`src/sv/atlr_pkg.sv`:
```
// Shared constants and types of the antialiased thick line rasteriser.
package atlr_pkg;

  localparam int IN_COORD_W = 10;
  localparam int OUT_W      = 12;
  localparam int LEVEL_W    = 8;
  localparam int FRAC_BITS  = 8;
  localparam int SLOPE_W    = 10;
  localparam int QUOT_W     = 9;
  localparam int THICK_W    = 4;

  localparam int COORD_BITS_DEF    = 10;
  localparam int MAX_THICKNESS_DEF = 8;

  localparam int APB_DATA_W = 32;
  localparam int APB_ADDR_W = 3;

  localparam logic [APB_ADDR_W-1:0] ADDR_THICKNESS = 3'd0;
  localparam logic [THICK_W-1:0]    THICK_RESET    = 4'd1;
  localparam logic [LEVEL_W-1:0]    FULL_COVER     = 8'hFF;

  localparam logic OPC_START = 1'b0;

  typedef enum logic [4:0] {
    S_IDLE = 5'b00001,
    S_PREP = 5'b00010,
    S_DIV  = 5'b00100,
    S_COL  = 5'b01000,
    S_SQR  = 5'b10000
  } state_t;

endpackage

```
`src/sv/atlr_if.sv`:
```
// Valid/ready channels for command items and emitted pixels.
interface atlr_cmd_if;
  logic                              valid;
  logic                              ready;
  logic                              opcode;
  logic [atlr_pkg::IN_COORD_W-1:0]   from_x;
  logic [atlr_pkg::IN_COORD_W-1:0]   from_y;
  logic [atlr_pkg::IN_COORD_W-1:0]   to_x;
  logic [atlr_pkg::IN_COORD_W-1:0]   to_y;
  logic [atlr_pkg::LEVEL_W-1:0]      brightness;

  modport source (output valid, opcode, from_x, from_y, to_x, to_y, brightness,
                  input ready);
  modport sink (input valid, opcode, from_x, from_y, to_x, to_y, brightness,
                output ready);
endinterface

interface atlr_pix_if;
  logic                              valid;
  logic                              ready;
  logic signed [atlr_pkg::OUT_W-1:0] pixel_x;
  logic signed [atlr_pkg::OUT_W-1:0] pixel_y;
  logic [atlr_pkg::LEVEL_W-1:0]      alpha;
  logic                              last_of_item;
  logic                              line_done;

  modport source (output valid, pixel_x, pixel_y, alpha, last_of_item, line_done,
                  input ready);
  modport sink (input valid, pixel_x, pixel_y, alpha, last_of_item, line_done,
                output ready);
endinterface

```
`src/sv/atlr_div.sv`:
```
// Restoring slope divider: one compare-subtract per cycle, result truncated toward zero.
module atlr_div #(
  parameter int COORD_BITS = atlr_pkg::COORD_BITS_DEF
) (
  input  logic                                clk,
  input  logic                                rst,
  input  logic                                start,
  input  logic                                neg_in,
  input  logic [COORD_BITS-1:0]               num,
  input  logic [COORD_BITS-1:0]               den,
  output logic                                done,
  output logic signed [atlr_pkg::SLOPE_W-1:0] quot
);

  localparam int QW = atlr_pkg::QUOT_W;
  localparam int CW = $clog2(QW);

  logic          busy;
  logic [CW-1:0] cnt;
  logic [COORD_BITS:0] rem;
  logic [COORD_BITS:0] cand;
  logic [COORD_BITS:0] diff;
  logic [COORD_BITS-1:0] dvs;
  logic [QW-1:0] q;
  logic          neg;
  logic          ge;

  // first step compares num itself (quotient bit 8 is set only when |dy| == dx)
  assign cand = (cnt == '0) ? rem : {rem[COORD_BITS-1:0], 1'b0};
  assign ge   = cand >= {1'b0, dvs};
  assign diff = cand - {1'b0, dvs};

  always_ff @(posedge clk) begin
    if (rst) begin
      busy <= 1'b0;
      done <= 1'b0;
      cnt  <= '0;
    end else begin
      done <= 1'b0;
      if (start) begin
        busy <= 1'b1;
        cnt  <= '0;
      end else if (busy) begin
        if (cnt == CW'(QW - 1)) begin
          busy <= 1'b0;
          done <= 1'b1;
        end else begin
          cnt <= cnt + 1'b1;
        end
      end
    end
  end

  always_ff @(posedge clk) begin
    if (start) begin
      rem <= {1'b0, num};
      dvs <= den;
      neg <= neg_in;
    end else if (busy) begin
      rem <= ge ? diff : cand;
      q   <= {q[QW-2:0], ge};
    end
  end

  assign quot = neg ? -$signed({1'b0, q}) : $signed({1'b0, q});

endmodule

```
`src/sv/antialiased_thick_line_rasteriser_unit.sv`:
```
// Antialiased thick line rasteriser: fixed-point DDA over major-axis columns.
//
// cmd channel (valid/ready): opcode 0 starts a line from two endpoints and a
// brightness, opcode 1 rasterises the next major-axis column of the line.
// pix channel (valid/ready): one pixel per transaction with coordinates,
// alpha and last_of_item / line_done flags.
// APB port: one register, line_thickness at address 0 (reset 1).
// Sequencing: cmd.ready is high only while the sequencer idles.
// A start with a non-zero major delta is accepted, then swaps axes and
// orders endpoints, runs the slope divider and commits. A zero-length
// line is accepted and set up, then emits its square of clamped thickness
// squared pixels (one for thickness 0), one per cycle while not stalled.
// A step emits n pixels (1 or 2 antialiased, else the clamped thickness) at
// the same rate. Pixels leave through a single output register, so a new
// transaction is accepted while the last pixel still waits there.
// When the receiver stalls, emission pauses with the pending pixel held.
// Reset clears the line state, sets thickness to 1 and returns to idle.
module antialiased_thick_line_rasteriser_unit #(
  parameter int COORD_BITS    = atlr_pkg::COORD_BITS_DEF,
  parameter int MAX_THICKNESS = atlr_pkg::MAX_THICKNESS_DEF
) (
  input  logic                              clk,
  input  logic                              rst,
  atlr_cmd_if.sink                          cmd,
  atlr_pix_if.source                        pix,
  input  logic                              psel,
  input  logic                              penable,
  input  logic                              pwrite,
  input  logic [atlr_pkg::APB_ADDR_W-1:0]   paddr,
  input  logic [atlr_pkg::APB_DATA_W-1:0]   pwdata,
  output logic [atlr_pkg::APB_DATA_W-1:0]   prdata,
  output logic                              pready
);

  localparam int PW = COORD_BITS + 2;
  localparam int RW = COORD_BITS + atlr_pkg::FRAC_BITS + 1;
  localparam int EW = (PW > atlr_pkg::OUT_W) ? PW : atlr_pkg::OUT_W;
  localparam int KW = (MAX_THICKNESS > 1) ? $clog2(MAX_THICKNESS) : 1;
  localparam int TW = atlr_pkg::THICK_W;
  localparam int LW = atlr_pkg::LEVEL_W;

  atlr_pkg::state_t state;

  // configuration
  logic [TW-1:0] line_thickness;
  logic          cfg_wr;

  // line state
  logic                      line_active;
  logic [COORD_BITS-1:0]     current_column;
  logic [COORD_BITS-1:0]     final_column;
  logic signed [RW-1:0]      row_fixed;
  logic signed [atlr_pkg::SLOPE_W-1:0] slope_fixed;
  logic                      steep;
  logic [LW-1:0]             line_level;

  // latched start fields
  logic [COORD_BITS-1:0] fx, fy, tx, ty;
  logic [LW-1:0]         lvl_in;

  logic [KW-1:0] k, k2;

  // output register
  logic                       out_valid;
  logic signed [atlr_pkg::OUT_W-1:0] out_x, out_y;
  logic [LW-1:0]              out_alpha;
  logic                       out_last, out_done;

  assign pready = 1'b1;
  assign cfg_wr = psel && penable && pwrite && pready &&
                  (paddr == atlr_pkg::ADDR_THICKNESS);
  assign prdata = (paddr == atlr_pkg::ADDR_THICKNESS) ?
                  atlr_pkg::APB_DATA_W'(line_thickness) : '0;

  logic cmd_acc;
  assign cmd.ready = (state == atlr_pkg::S_IDLE);
  assign cmd_acc   = cmd.valid && cmd.ready;

  // thickness bounds: run covers minor offsets -lo..hi
  logic [TW-1:0] tcl;
  logic [KW-1:0] lo, hi, span;
  logic          aa;
  always_comb begin
    tcl  = (line_thickness > TW'(MAX_THICKNESS)) ? TW'(MAX_THICKNESS) : line_thickness;
    lo   = (tcl == '0) ? '0 : KW'(TW'(tcl - 1'b1) >> 1);
    hi   = KW'(tcl >> 1);
    span = (tcl == '0) ? '0 : KW'(tcl - 1'b1);
    aa   = (hi == '0);
  end

  // start setup: axis swap and endpoint ordering
  logic [COORD_BITS-1:0] adx, ady, a0, b0, a1, b1, x0, y0, x1, y1, dx, dyabs;
  logic                  st, sw, dyneg;
  always_comb begin
    adx   = (fx >= tx) ? fx - tx : tx - fx;
    ady   = (fy >= ty) ? fy - ty : ty - fy;
    st    = ady > adx;
    a0    = st ? fy : fx;
    b0    = st ? fx : fy;
    a1    = st ? ty : tx;
    b1    = st ? tx : ty;
    sw    = a0 > a1;
    x0    = sw ? a1 : a0;
    y0    = sw ? b1 : b0;
    x1    = sw ? a0 : a1;
    y1    = sw ? b0 : b1;
    dx    = x1 - x0;
    dyneg = y1 < y0;
    dyabs = dyneg ? y0 - y1 : y1 - y0;
  end

  logic div_start, div_done;
  logic signed [atlr_pkg::SLOPE_W-1:0] div_quot;
  assign div_start = (state == atlr_pkg::S_PREP) && (dx != '0);

  atlr_div #(.COORD_BITS(COORD_BITS)) u_div (
    .clk    (clk),
    .rst    (rst),
    .start  (div_start),
    .neg_in (dyneg),
    .num    (dyabs),
    .den    (dx),
    .done   (div_done),
    .quot   (div_quot)
  );

  // pixel generation
  logic [LW-1:0]           frac;
  logic signed [COORD_BITS:0] yi;
  logic [KW-1:0]           col_last_k;
  logic                    col_end, col_last, sq_last;
  logic signed [4:0]       off, offx, offy;
  logic signed [PW-1:0]    maj, mnr, sq_x, sq_y, px_x, px_y;
  logic signed [EW-1:0]    ex_x, ex_y;
  logic [LW-1:0]           mul_b, px_alpha;
  logic [2*LW-1:0]         prod;
  logic                    px_last, px_done;
  logic                    emit, load;

  always_comb begin
    frac       = row_fixed[atlr_pkg::FRAC_BITS-1:0];
    yi         = row_fixed[RW-1:atlr_pkg::FRAC_BITS];
    col_last_k = aa ? KW'(frac != '0) : span;
    col_end    = current_column >= final_column;
    col_last   = (k == col_last_k);
    sq_last    = (k == span) && (k2 == span);
    off        = signed'(5'(k)) - (aa ? 5'sd0 : signed'(5'(lo)));
    offx       = signed'(5'(k)) - signed'(5'(lo));
    offy       = signed'(5'(k2)) - signed'(5'(lo));
    maj        = signed'(PW'(current_column));
    mnr        = PW'(yi) + PW'(off);
    sq_x       = signed'(PW'(fx)) + PW'(offx);
    sq_y       = signed'(PW'(fy)) + PW'(offy);
    mul_b      = (k == '0) ? atlr_pkg::FULL_COVER - frac : frac;
    prod       = (2*LW)'(line_level) * (2*LW)'(mul_b);
    if (state == atlr_pkg::S_SQR) begin
      px_x     = sq_x;
      px_y     = sq_y;
      px_alpha = lvl_in;
      px_last  = sq_last;
      px_done  = sq_last;
    end else begin
      px_x     = steep ? mnr : maj;
      px_y     = steep ? maj : mnr;
      px_alpha = aa ? prod[2*LW-1:LW] : line_level;
      px_last  = col_last;
      px_done  = col_last && col_end;
    end
    ex_x = EW'(px_x);
    ex_y = EW'(px_y);
  end

  assign emit = (state == atlr_pkg::S_COL) || (state == atlr_pkg::S_SQR);
  assign load = emit && (!out_valid || pix.ready);

  always_ff @(posedge clk) begin
    if (rst) begin
      state          <= atlr_pkg::S_IDLE;
      line_thickness <= atlr_pkg::THICK_RESET;
      line_active    <= 1'b0;
      current_column <= '0;
      final_column   <= '0;
      row_fixed      <= '0;
      slope_fixed    <= '0;
      steep          <= 1'b0;
      line_level     <= '0;
      k              <= '0;
      k2             <= '0;
      out_valid      <= 1'b0;
    end else begin
      if (cfg_wr) line_thickness <= pwdata[TW-1:0];

      if (load) begin
        out_valid <= 1'b1;
      end else if (pix.ready) begin
        out_valid <= 1'b0;
      end

      case (state)
        atlr_pkg::S_IDLE: begin
          if (cmd_acc) begin
            k  <= '0;
            k2 <= '0;
            if (cmd.opcode == atlr_pkg::OPC_START) begin
              state <= atlr_pkg::S_PREP;
            end else if (line_active) begin
              state <= atlr_pkg::S_COL;
            end
          end
        end
        atlr_pkg::S_PREP: begin
          line_active <= 1'b0;
          if (dx == '0) begin
            state <= atlr_pkg::S_SQR;
          end else begin
            row_fixed      <= signed'({1'b0, y0, {atlr_pkg::FRAC_BITS{1'b0}}});
            current_column <= x0;
            final_column   <= x1;
            steep          <= st;
            line_level     <= lvl_in;
            state          <= atlr_pkg::S_DIV;
          end
        end
        atlr_pkg::S_DIV: begin
          if (div_done) begin
            slope_fixed <= div_quot;
            line_active <= 1'b1;
            state       <= atlr_pkg::S_IDLE;
          end
        end
        atlr_pkg::S_COL: begin
          if (load) begin
            if (col_last) begin
              state <= atlr_pkg::S_IDLE;
              if (col_end) begin
                line_active <= 1'b0;
              end else begin
                current_column <= current_column + 1'b1;
                row_fixed      <= row_fixed + RW'(slope_fixed);
              end
            end else begin
              k <= k + 1'b1;
            end
          end
        end
        atlr_pkg::S_SQR: begin
          if (load) begin
            if (k == span) begin
              k <= '0;
              if (k2 == span) begin
                state <= atlr_pkg::S_IDLE;
              end else begin
                k2 <= k2 + 1'b1;
              end
            end else begin
              k <= k + 1'b1;
            end
          end
        end
        default: state <= atlr_pkg::S_IDLE;
      endcase
    end
  end

  always_ff @(posedge clk) begin
    if (cmd_acc) begin
      fx     <= COORD_BITS'(cmd.from_x);
      fy     <= COORD_BITS'(cmd.from_y);
      tx     <= COORD_BITS'(cmd.to_x);
      ty     <= COORD_BITS'(cmd.to_y);
      lvl_in <= cmd.brightness;
    end
    if (load) begin
      out_x     <= ex_x[atlr_pkg::OUT_W-1:0];
      out_y     <= ex_y[atlr_pkg::OUT_W-1:0];
      out_alpha <= px_alpha;
      out_last  <= px_last;
      out_done  <= px_done;
    end
  end

  assign pix.valid        = out_valid;
  assign pix.pixel_x      = out_x;
  assign pix.pixel_y      = out_y;
  assign pix.alpha        = out_alpha;
  assign pix.last_of_item = out_last;
  assign pix.line_done    = out_done;

  // the walk never passes the final column
  a_col_bound: assert property (@(posedge clk) disable iff (rst)
    line_active |-> current_column <= final_column)
    else $error("current column beyond final column");

  // no line is live while its slope is still being divided
  a_div_inactive: assert property (@(posedge clk) disable iff (rst)
    state == atlr_pkg::S_DIV |-> !line_active)
    else $error("line active during division");

  // the last column ends the line
  a_line_end: assert property (@(posedge clk) disable iff (rst)
    (state == atlr_pkg::S_COL && load && col_last && col_end) |=> !line_active)
    else $error("line still active after final column");

  a_done_last: assert property (@(posedge clk) disable iff (rst)
    (pix.valid && pix.line_done) |-> pix.last_of_item)
    else $error("line_done without last_of_item");

endmodule
```
`src/flat_wrapper.sv`:
```
// flat-port wrapper written by rule: the top's interface ports become plain ports
module antialiased_thick_line_rasteriser_unit_flat 
#(
  parameter int COORD_BITS    = atlr_pkg::COORD_BITS_DEF,
  parameter int MAX_THICKNESS = atlr_pkg::MAX_THICKNESS_DEF
)
  (clk, rst, psel, penable, pwrite, paddr, pwdata, prdata, pready, cmd_valid, cmd_opcode, cmd_from_x, cmd_from_y, cmd_to_x, cmd_to_y, cmd_brightness, cmd_ready, pix_valid, pix_pixel_x, pix_pixel_y, pix_alpha, pix_last_of_item, pix_line_done, pix_ready);
  atlr_cmd_if cmd_i ();
  atlr_pix_if pix_i ();
  input  logic clk;
  input  logic rst;
  input  logic psel;
  input  logic penable;
  input  logic pwrite;
  input  logic [atlr_pkg::APB_ADDR_W-1:0] paddr;
  input  logic [atlr_pkg::APB_DATA_W-1:0] pwdata;
  output logic [atlr_pkg::APB_DATA_W-1:0] prdata;
  output logic pready;
  input wire logic [$bits(cmd_i.valid)-1:0] cmd_valid;
  input wire logic [$bits(cmd_i.opcode)-1:0] cmd_opcode;
  input wire logic [$bits(cmd_i.from_x)-1:0] cmd_from_x;
  input wire logic [$bits(cmd_i.from_y)-1:0] cmd_from_y;
  input wire logic [$bits(cmd_i.to_x)-1:0] cmd_to_x;
  input wire logic [$bits(cmd_i.to_y)-1:0] cmd_to_y;
  input wire logic [$bits(cmd_i.brightness)-1:0] cmd_brightness;
  output wire logic [$bits(cmd_i.ready)-1:0] cmd_ready;
  output wire logic [$bits(pix_i.valid)-1:0] pix_valid;
  output wire logic [$bits(pix_i.pixel_x)-1:0] pix_pixel_x;
  output wire logic [$bits(pix_i.pixel_y)-1:0] pix_pixel_y;
  output wire logic [$bits(pix_i.alpha)-1:0] pix_alpha;
  output wire logic [$bits(pix_i.last_of_item)-1:0] pix_last_of_item;
  output wire logic [$bits(pix_i.line_done)-1:0] pix_line_done;
  input wire logic [$bits(pix_i.ready)-1:0] pix_ready;
  assign cmd_i.valid = cmd_valid;
  assign cmd_i.opcode = cmd_opcode;
  assign cmd_i.from_x = cmd_from_x;
  assign cmd_i.from_y = cmd_from_y;
  assign cmd_i.to_x = cmd_to_x;
  assign cmd_i.to_y = cmd_to_y;
  assign cmd_i.brightness = cmd_brightness;
  assign cmd_ready = cmd_i.ready;
  assign pix_valid = pix_i.valid;
  assign pix_pixel_x = pix_i.pixel_x;
  assign pix_pixel_y = pix_i.pixel_y;
  assign pix_alpha = pix_i.alpha;
  assign pix_last_of_item = pix_i.last_of_item;
  assign pix_line_done = pix_i.line_done;
  assign pix_i.ready = pix_ready;
  antialiased_thick_line_rasteriser_unit #(.COORD_BITS(COORD_BITS), .MAX_THICKNESS(MAX_THICKNESS)) u_core (.clk(clk), .rst(rst), .cmd(cmd_i), .pix(pix_i), .psel(psel), .penable(penable), .pwrite(pwrite), .paddr(paddr), .pwdata(pwdata), .prdata(prdata), .pready(pready));
endmodule
```
`config.mk`:
```
export PLATFORM = sky130hd
export DESIGN_NAME = antialiased_thick_line_rasteriser_unit_flat
export DESIGN_NICKNAME = d
export VERILOG_FILES = /design/src/sv/atlr_pkg.sv /design/src/sv/atlr_if.sv /design/src/sv/atlr_div.sv /design/src/sv/antialiased_thick_line_rasteriser_unit.sv /design/src/flat_wrapper.sv
export SDC_FILE = /design/constraint.sdc
export NUM_CORES = 1
export LEC_CHECK = 0
export ABC_AREA = 1
export BUFFER_PORTS_ARGS = -buffer_cell sky130_fd_sc_hd__buf_2
export CORE_AREA = 2 2 191 193
export CTS_CLUSTER_SIZE = 20
export DETAILED_ROUTE_END_ITERATION = 8
export DIE_AREA = 0 0 193 195
export HOLD_SLACK_MARGIN = 0.15
export PLACE_DENSITY = 0.68
export RECOVER_POWER = 50
export SLEW_MARGIN = 20
export SYNTH_ARGS = -nofsm -noshare
export SYNTH_HDL_FRONTEND = slang
export SYNTH_SLANG_ARGS = --single-unit
```
`constraint.sdc`:
```
create_clock -name clk -period 12.8 [get_ports clk]
set_input_delay 0 -clock clk [delete_from_list [all_inputs] [get_ports clk]]
set_output_delay 0 -clock clk [all_outputs]
set_load 0.01 [all_outputs]
```
# After elaboration in Yosys (flattened, before gate mapping)
# Cells that the tools add are included.
# word_totals
register_bits	194
inputBits	91
output_inout_bits	69
elab_cells	196
# classes
n_addsub	22
multipliers	1
order_cmp	8
eq_ne	22
mux	73
n_bitwise	4
reduce_logical	36
# op_table
cell	count
10-bit two-way mux	18
19-bit two-way mux	4
10-bit subtractor	7
5-bit two-way mux	10
12-bit two-way mux	4
19-bit case mux with 2 select lines	1
3-bit two-way mux	12
10-bit greater-or-equal comparator	3
5-bit case mux with 5 select lines	1
11-bit by 4-bit adder with 12-bit output	2
8-bit two-way mux	3
11-bit two-way mux	2
10-bit greater-than comparator	2
10-bit case mux with 2 select lines	1
5-bit AND reduction	4
19-bit by 10-bit adder with 19-bit output	1
8-bit by 8-bit multiplier with 16-bit output	1
2-bit != test (second input constant)	8
11-bit by 5-bit adder with 12-bit output	1
1-bit two-way mux	12
3-bit by 3-bit subtractor with 4-bit output	3
11-bit by 10-bit greater-or-equal comparator with 1-bit output	1
11-bit by 10-bit subtractor with 11-bit output	1
10-bit by 1-bit adder with 10-bit output (second input constant)	1
other kinds (35)	63

# Logic depth before layout (Yosys ltp)
# depth
ltp_word	11
ltp_mapped	62
mapped_depth_nobuf	55

# Modules after synthesis
# From an unflattened synthesis, not the netlist that was laid out.
# hier_totals
cells_unflattened	2477
hier_area_um2	18043.6
# by_module_without_submodules
module	instances	cells_per_inst	area_per_inst_um2	seq_area_each_um2
antialiased_thick_line_rasteriser_unit	1	2164	15613.7	3963.8
atlr_div	1	313	2429.8	1041.0

# Worst setup path before layout
# No wires, ideal clock.
# synth_timing
path_type	reg-to-reg
from	register u_core.fy[0]
to	register u_core.u_div.rem[8] (data pin)
setup_time_ns	0.253
arrival_ns	8.289
required_time_ns	12.547
setup_slack_ns	4.258
stages_incl_launch_ff	58
path_buffers	9
synth_period_minus_slack_ns	8.542
cell_sequence	edfxtp_1 inv_1 ha_1 inv_1 fa_1 inv_1 o21ai_0 nand2_1 nand2_1 nand2_1 o311a_1 o21ai_0 a21o_1 clkbuf_1 o221ai_1 xor2_1 inv_1 ha_1 [22 not listed] ha_1 inv_1 fa_1 a21oi_1 nor2_1 nor2_1 inv_1 a21oi_1 o21a_1 o21bai_1 a21oi_1 clkbuf_1 inv_1 a211oi_1 o32ai_1 xor2_1 nand2_1 nand2_1
# synth_between
elab_cells_between_ends	22
classes_between	5 x add/sub; 4 x order compare; 11 x mux; 2 x reduce/logical
# synth_lines
element	line_no	text
start, declared	antialiased_thick_line_rasteriser_unit.sv:58	logic [COORD_BITS-1:0] fx, fy, tx, ty;
start signal, assigned	antialiased_thick_line_rasteriser_unit.sv:268	fy <= COORD_BITS'(cmd.from_y);
10-bit subtractor or 10-bit greater-or-equal comparator (tied branches)	antialiased_thick_line_rasteriser_unit.sv:96	ady = (fy >= ty) ? fy - ty : ty - fy;
10-bit two-way mux	antialiased_thick_line_rasteriser_unit.sv:96	
10-bit greater-than comparator	antialiased_thick_line_rasteriser_unit.sv:97	st = ady > adx;
10-bit two-way mux, on equally long branches	antialiased_thick_line_rasteriser_unit.sv:98, antialiased_thick_line_rasteriser_unit.sv:100	
10-bit greater-than comparator	antialiased_thick_line_rasteriser_unit.sv:102	sw = a0 > a1;
10-bit two-way mux, on equally long branches	antialiased_thick_line_rasteriser_unit.sv:106, antialiased_thick_line_rasteriser_unit.sv:104	
10-bit < comparator *	antialiased_thick_line_rasteriser_unit.sv:108	dyneg = y1 < y0;
net u_core.dyneg	antialiased_thick_line_rasteriser_unit.sv:93	logic st, sw, dyneg;
10-bit two-way mux *	antialiased_thick_line_rasteriser_unit.sv:109	dyabs = dyneg ? y0 - y1 : y1 - y0;
10-bit two-way mux *	atlr_div.sv:55	if (start) begin
end signal, assigned	atlr_div.sv:56	rem <= {1'b0, num};
end signal, assigned	atlr_div.sv:60	rem <= ge ? diff : cand;
end, declared	atlr_div.sv:20	logic [COORD_BITS:0] rem;
# Mark *: on every way through the listed nets, which the timed path passes. The rest lies on a longest branch.
# A chain may end at the register's enable or synchronous reset.

# Final worst setup path
# layout_timing
from	register u_core.fy[0]
to	register u_core.row_fixed[14]
# layout_between
elab_chain_cells	10
elab_cells_between_ends	19
classes_between	3 x add/sub; 3 x order compare; 1 x eq/ne; 10 x mux; 2 x reduce/logical
# layout_rtl
element	line_no	text
10-bit subtractor or 10-bit greater-or-equal comparator (tied branches)	antialiased_thick_line_rasteriser_unit.sv:96	
10-bit two-way mux	antialiased_thick_line_rasteriser_unit.sv:96	
10-bit greater-than comparator	antialiased_thick_line_rasteriser_unit.sv:97	
10-bit two-way mux, on equally long branches	antialiased_thick_line_rasteriser_unit.sv:98, antialiased_thick_line_rasteriser_unit.sv:100	
10-bit greater-than comparator	antialiased_thick_line_rasteriser_unit.sv:102	
10-bit two-way mux, on equally long branches	antialiased_thick_line_rasteriser_unit.sv:105, antialiased_thick_line_rasteriser_unit.sv:103	
10-bit subtractor *	antialiased_thick_line_rasteriser_unit.sv:107	dx = x1 - x0;
net u_core.dx[8]	antialiased_thick_line_rasteriser_unit.sv:92	logic [COORD_BITS-1:0] adx, ady, a0, b0, a1, b1, x0, y0, x1, y1, dx, dyabs;
10-bit zero test *	antialiased_thick_line_rasteriser_unit.sv:213	if (dx == '0) begin
2-bit != test (no line) *	n/a	
5-bit AND reduction (no line) *	n/a	
end signal, assigned	antialiased_thick_line_rasteriser_unit.sv:216	row_fixed <= signed'({1'b0, y0, {atlr_pkg::FRAC_BITS{1'b0}}});
end signal, assigned	antialiased_thick_line_rasteriser_unit.sv:239	row_fixed <= row_fixed + RW'(slope_fixed);
end, declared	antialiased_thick_line_rasteriser_unit.sv:52	logic signed [RW-1:0] row_fixed;
# Mark *: on every way through the listed nets, which the timed path passes. The rest lies on a longest branch. The select of a mux whose other input is x is not followed.

==> summary.txt <==
Min path
  – Hold_sp: cmd_to_y[1]
  – Hold crit path type: primary input to flop
  – WHS Endpoint: u_core.ty[1]$_DFFE_PP_
  – Hold depth: 2

Worst setup path
  – Worst r2r src: u_core.fy[0]$_DFFE_PP_
  – Arrival time at the worst endpoint: 10.68 ns
  – Reg-to-reg setup timing slack: 2.47 ns
  – Crit path largest cell delay: 0.89 ns
  – Path type of the worst setup path: flop to flop
  – Critical Path Start Type: flop
  – Reg2Reg Depth: 47
  – Critical Path Fanout Max: 80
  – Required @ worst endpoint: 13.15 ns
  – Cell mode on critical path: nand2_1
  – CP endpoint kind: flop
  – CP max stage cell: nand2_1
  – Reg2reg end: u_core.row_fixed[14]$_SDFFE_PP0P_

Final layout
  – Layout cells sized above 1: 5.79%
  – Number of fill cells in the layout: 3,394
  – Fin cells: 2,965
  – Final Net Count: 2,827
  – Area growth syn-to-layout: 11.4%
  – Number of diodes: 0

Logic synthesis
  – Commonest cells in the netlist: 516 x nand2_1, 380 x inv_1, 210 x o21ai_0, 196 x ha_1, 187 x nor2_1
  – Synth async-reset ratio: 0%
  – Top cells by area, synth: edfxtp_1 19%, ha_1 14%, nand2_1 11%, dfxtp_1 9.4%, inv_1 8.1%
  – Synth cell types: 60
  – Mapped cell area: 17,500 sq um
  – Avg Synthesized Cell Area: 7.45 sq um
  – Yosys warnings: 0
  – Top-area cell type share of the netlist area: 19.2%
  – Sequential fraction of the synthesis area: 28.5%
  – Synthesized flop and latch total: 194
  – Top FF cell, synth: edfxtp_1
  – Post-Syn Instances: 2,356
  – Most frequent cell after synthesis: nand2_1
  – Largest area contributor in the netlist: edfxtp_1
  – Number of synthesized flops with an enable pin: 112

Placed design
  – PortBufs: 102
  – Inst Count DP: 2,869
  – DP Wirelength: 36,600 microns
  – RePlAce Congestion: 0.915

Drt
  – Initial drt markers: 1,034
  – Antenna viol nets, final: 0
  – WL/cell: 15.8 microns
  – Via count: 15,700
  – Routed wl met3: 2050 microns
  – M1 wire length: 21,000 microns
  – Vias per std cell: 5.31
  – Remaining DRCs: 0
  – Drt pass-1 iters: 5
  – WL final: 46,900 microns
  – Max layer used: met4
  – WL met2: 22,100 microns

GRT
  – Largest net degree at the start of global routing: 81
  – Initial antenna violation count: 0
  – Vias in the first global route: 15,000
  – GRT overflow: 0
  – GRT Total Usage: 25.5%
  – Global-route wire length before repair: 75,700 microns

Run
  – Max_cap viols: 4

Die
  – Die Area: 37,600 sq um
  – Initial core utilization: 49.6%
  – # rows: 69
  – CORE AREA: 35,400 sq um
  – I/O pins: 160
  – Die W: 193 microns
  – Die height: 195 microns

Outcome
  – Status: finished, violations left
  – Failing checks: max-capacitance violations, max-slew violations

Clock network
  – # clock sinks: 194
  – H-Tree Depth: 4
  – CTS tree: built
  – Root Driver: clkbuf_16
  – Clock transition at path regs: 0.08 ns
  – CTS Buf Count: 17
  – Worst skew pair latency: 0.46 ns
  – Clock buffer depth: 2
  – PostCTS Resize Cnt: 0

STA
  – Layout Skew: 0.0162 ns
  – Worst Max-Slew Pin Slew: 2.73 ns
  – Final-report setup violation count: 0
  – Max frequency: 0.0968 GHz
  – Final period util: 80.7%
  – RSZ-0062 raised after global routing: no
  – Slew Limit Headroom: -81.8%
  – Final TNS setup: 0 ns
  – Max-slew violation count: 160
  – Worst hold slack: 0.240 ns
  – Tmin final: 10.33 ns
  – Final hold vios: 0
registers in the layout, summed over array words and instances, names as in the netlist, 10 cells and up:
register / count
u_core.u_div.dvs: 10
u_core.current_column: 10
u_core.fx: 10
u_core.ty: 10
u_core.pix.pixel_x: 12
u_core.tx: 10
u_core.final_column: 10
u_core.fy: 10
u_core.pix.pixel_y: 12
u_core.slope_fixed: 10
u_core.u_div.rem: 11
u_core.row_fixed: 19
repair_timing:
item / 4_1_cts / 5_1_grt
setup endpoints to repair: 0 / 0
hold endpoints to repair: 74 / 0
setup buffers: 0 / 0
hold buffers: 64 / 0
worst max path at each step:
| stage | start | depth (start not counted) | slack [ns] | to |
|---|---|---|---|---|
| finish | u_core.fy[0]$_DFFE_PP_ | 47 | 2.47 | u_core.row_fixed[14]$_SDFFE_PP0P_ |
| global route | u_core.fy[0]$_DFFE_PP_ | 47 | 1.56 | u_core.row_fixed[13]$_SDFFE_PP0P_ |
| CTS | u_core.fx[0]$_DFFE_PP_ | 45 | 2.37 | u_core.u_div.rem[8]$_DFFE_PP_ |
| detailed placement | u_core.fx[0]$_DFFE_PP_ | 45 | 2.41 | u_core.u_div.rem[8]$_DFFE_PP_ |
| global placement | u_core.fx[0]$_DFFE_PP_ | 44 | 2.54 | u_core.u_div.rem[8]$_DFFE_PP_ |
| floorplan | u_core.fy[0]$_DFFE_PP_ | 57 | 4.26 | u_core.u_div.rem[8]$_DFFE_PP_ |
worst max-delay path: cells and delay by family, from the launching register on:
| kind | cells | cell delay, ns |
|---|---|---|
| muxes | 1 | 0.35 |
| AOI/OAI and AO/OA | 6 | 1.79 |
| xor gates and xnor gates | 1 | 0.20 |
| adders and majority gates | 5 | 1.32 |
| and+or+nand+nor | 28 | 5.40 |
| DFF | 1 | 0.67 |
| buffers and inverters | 6 | 0.49 |
cell families (layout without fill, tap and decap cells):
kind of cell | after synthesis | count (layout) | synth area share, %
AOI/OAI and AO/OA | 489 | 489 | 15.7
xor gates and xnor gates | 74 | 74 | 3.69
adders and majority gates | 245 | 245 | 19.6
buffers and inverters | 478 | 596 | 11.3
DFF | 194 | 194 | 28.5
muxes | 12 | 12 | 0.699
other | 2 | 32 | 0.0428
and+or+nand+nor | 862 | 862 | 20.5
layout by cell type, fill, tap and decap left out, types with 7 or more instances in the layout:
cell type and instances:
nor3_1 18, mux2i_1 10, o21bai_1 10, buf_2 59, o221ai_1 20, conb_1 32
fa_1 49, xor2_1 49, ha_1 196, clkbuf_16 17, o21ai_0 210, a21oi_1 167
dlygate4sd3_1 64, nand2_1 516, nand2_2 7, dfxtp_1 82, xnor2_1 25, nor2_1 185
nand4_1 11, nand3b_1 9, o211ai_1 11, nand3_1 83, inv_6 7, a211oi_1 13
o31ai_1 13, edfxtp_1 112, clkbuf_1 49, inv_1 380, or2_2 8, buf_4 7
cell type report:
type                            instances  area [sq um]  area share (%)
Tap cell                              461           577            2.95
Multi-Input combinational cell       1714         10700            54.9
Clock buffer                           19           433            2.21
Inverter                              386          1450            7.41
Timing Repair Buffer                  178          1190            6.10
Sequential cell                       194          5000            25.6
Clock inverter                         13           159           0.813
routing by layer:
layer  vias to the layer above  global-route usage, %
met4                         0                   10.0
met2                       383                   42.4
met1                      7349                   33.4
met5                         -                      0
met3                        73                   3.41
li1                       7933                      -
stage by stage:
step	util, %	cell area, sq um	setup slack, ns
final	55.2	19500	2.47
after global routing	55.2	19500	1.56
after CTS	55.4	19600	2.37
after detailed placement	51.9	18400	2.41
after global placement	51.8	18300	2.54
after floorplan	-	17700	4.26
Power is left out: the tool's default activity adds up to more than one toggle a clock period on the data nets, which glitch-free logic cannot reach.
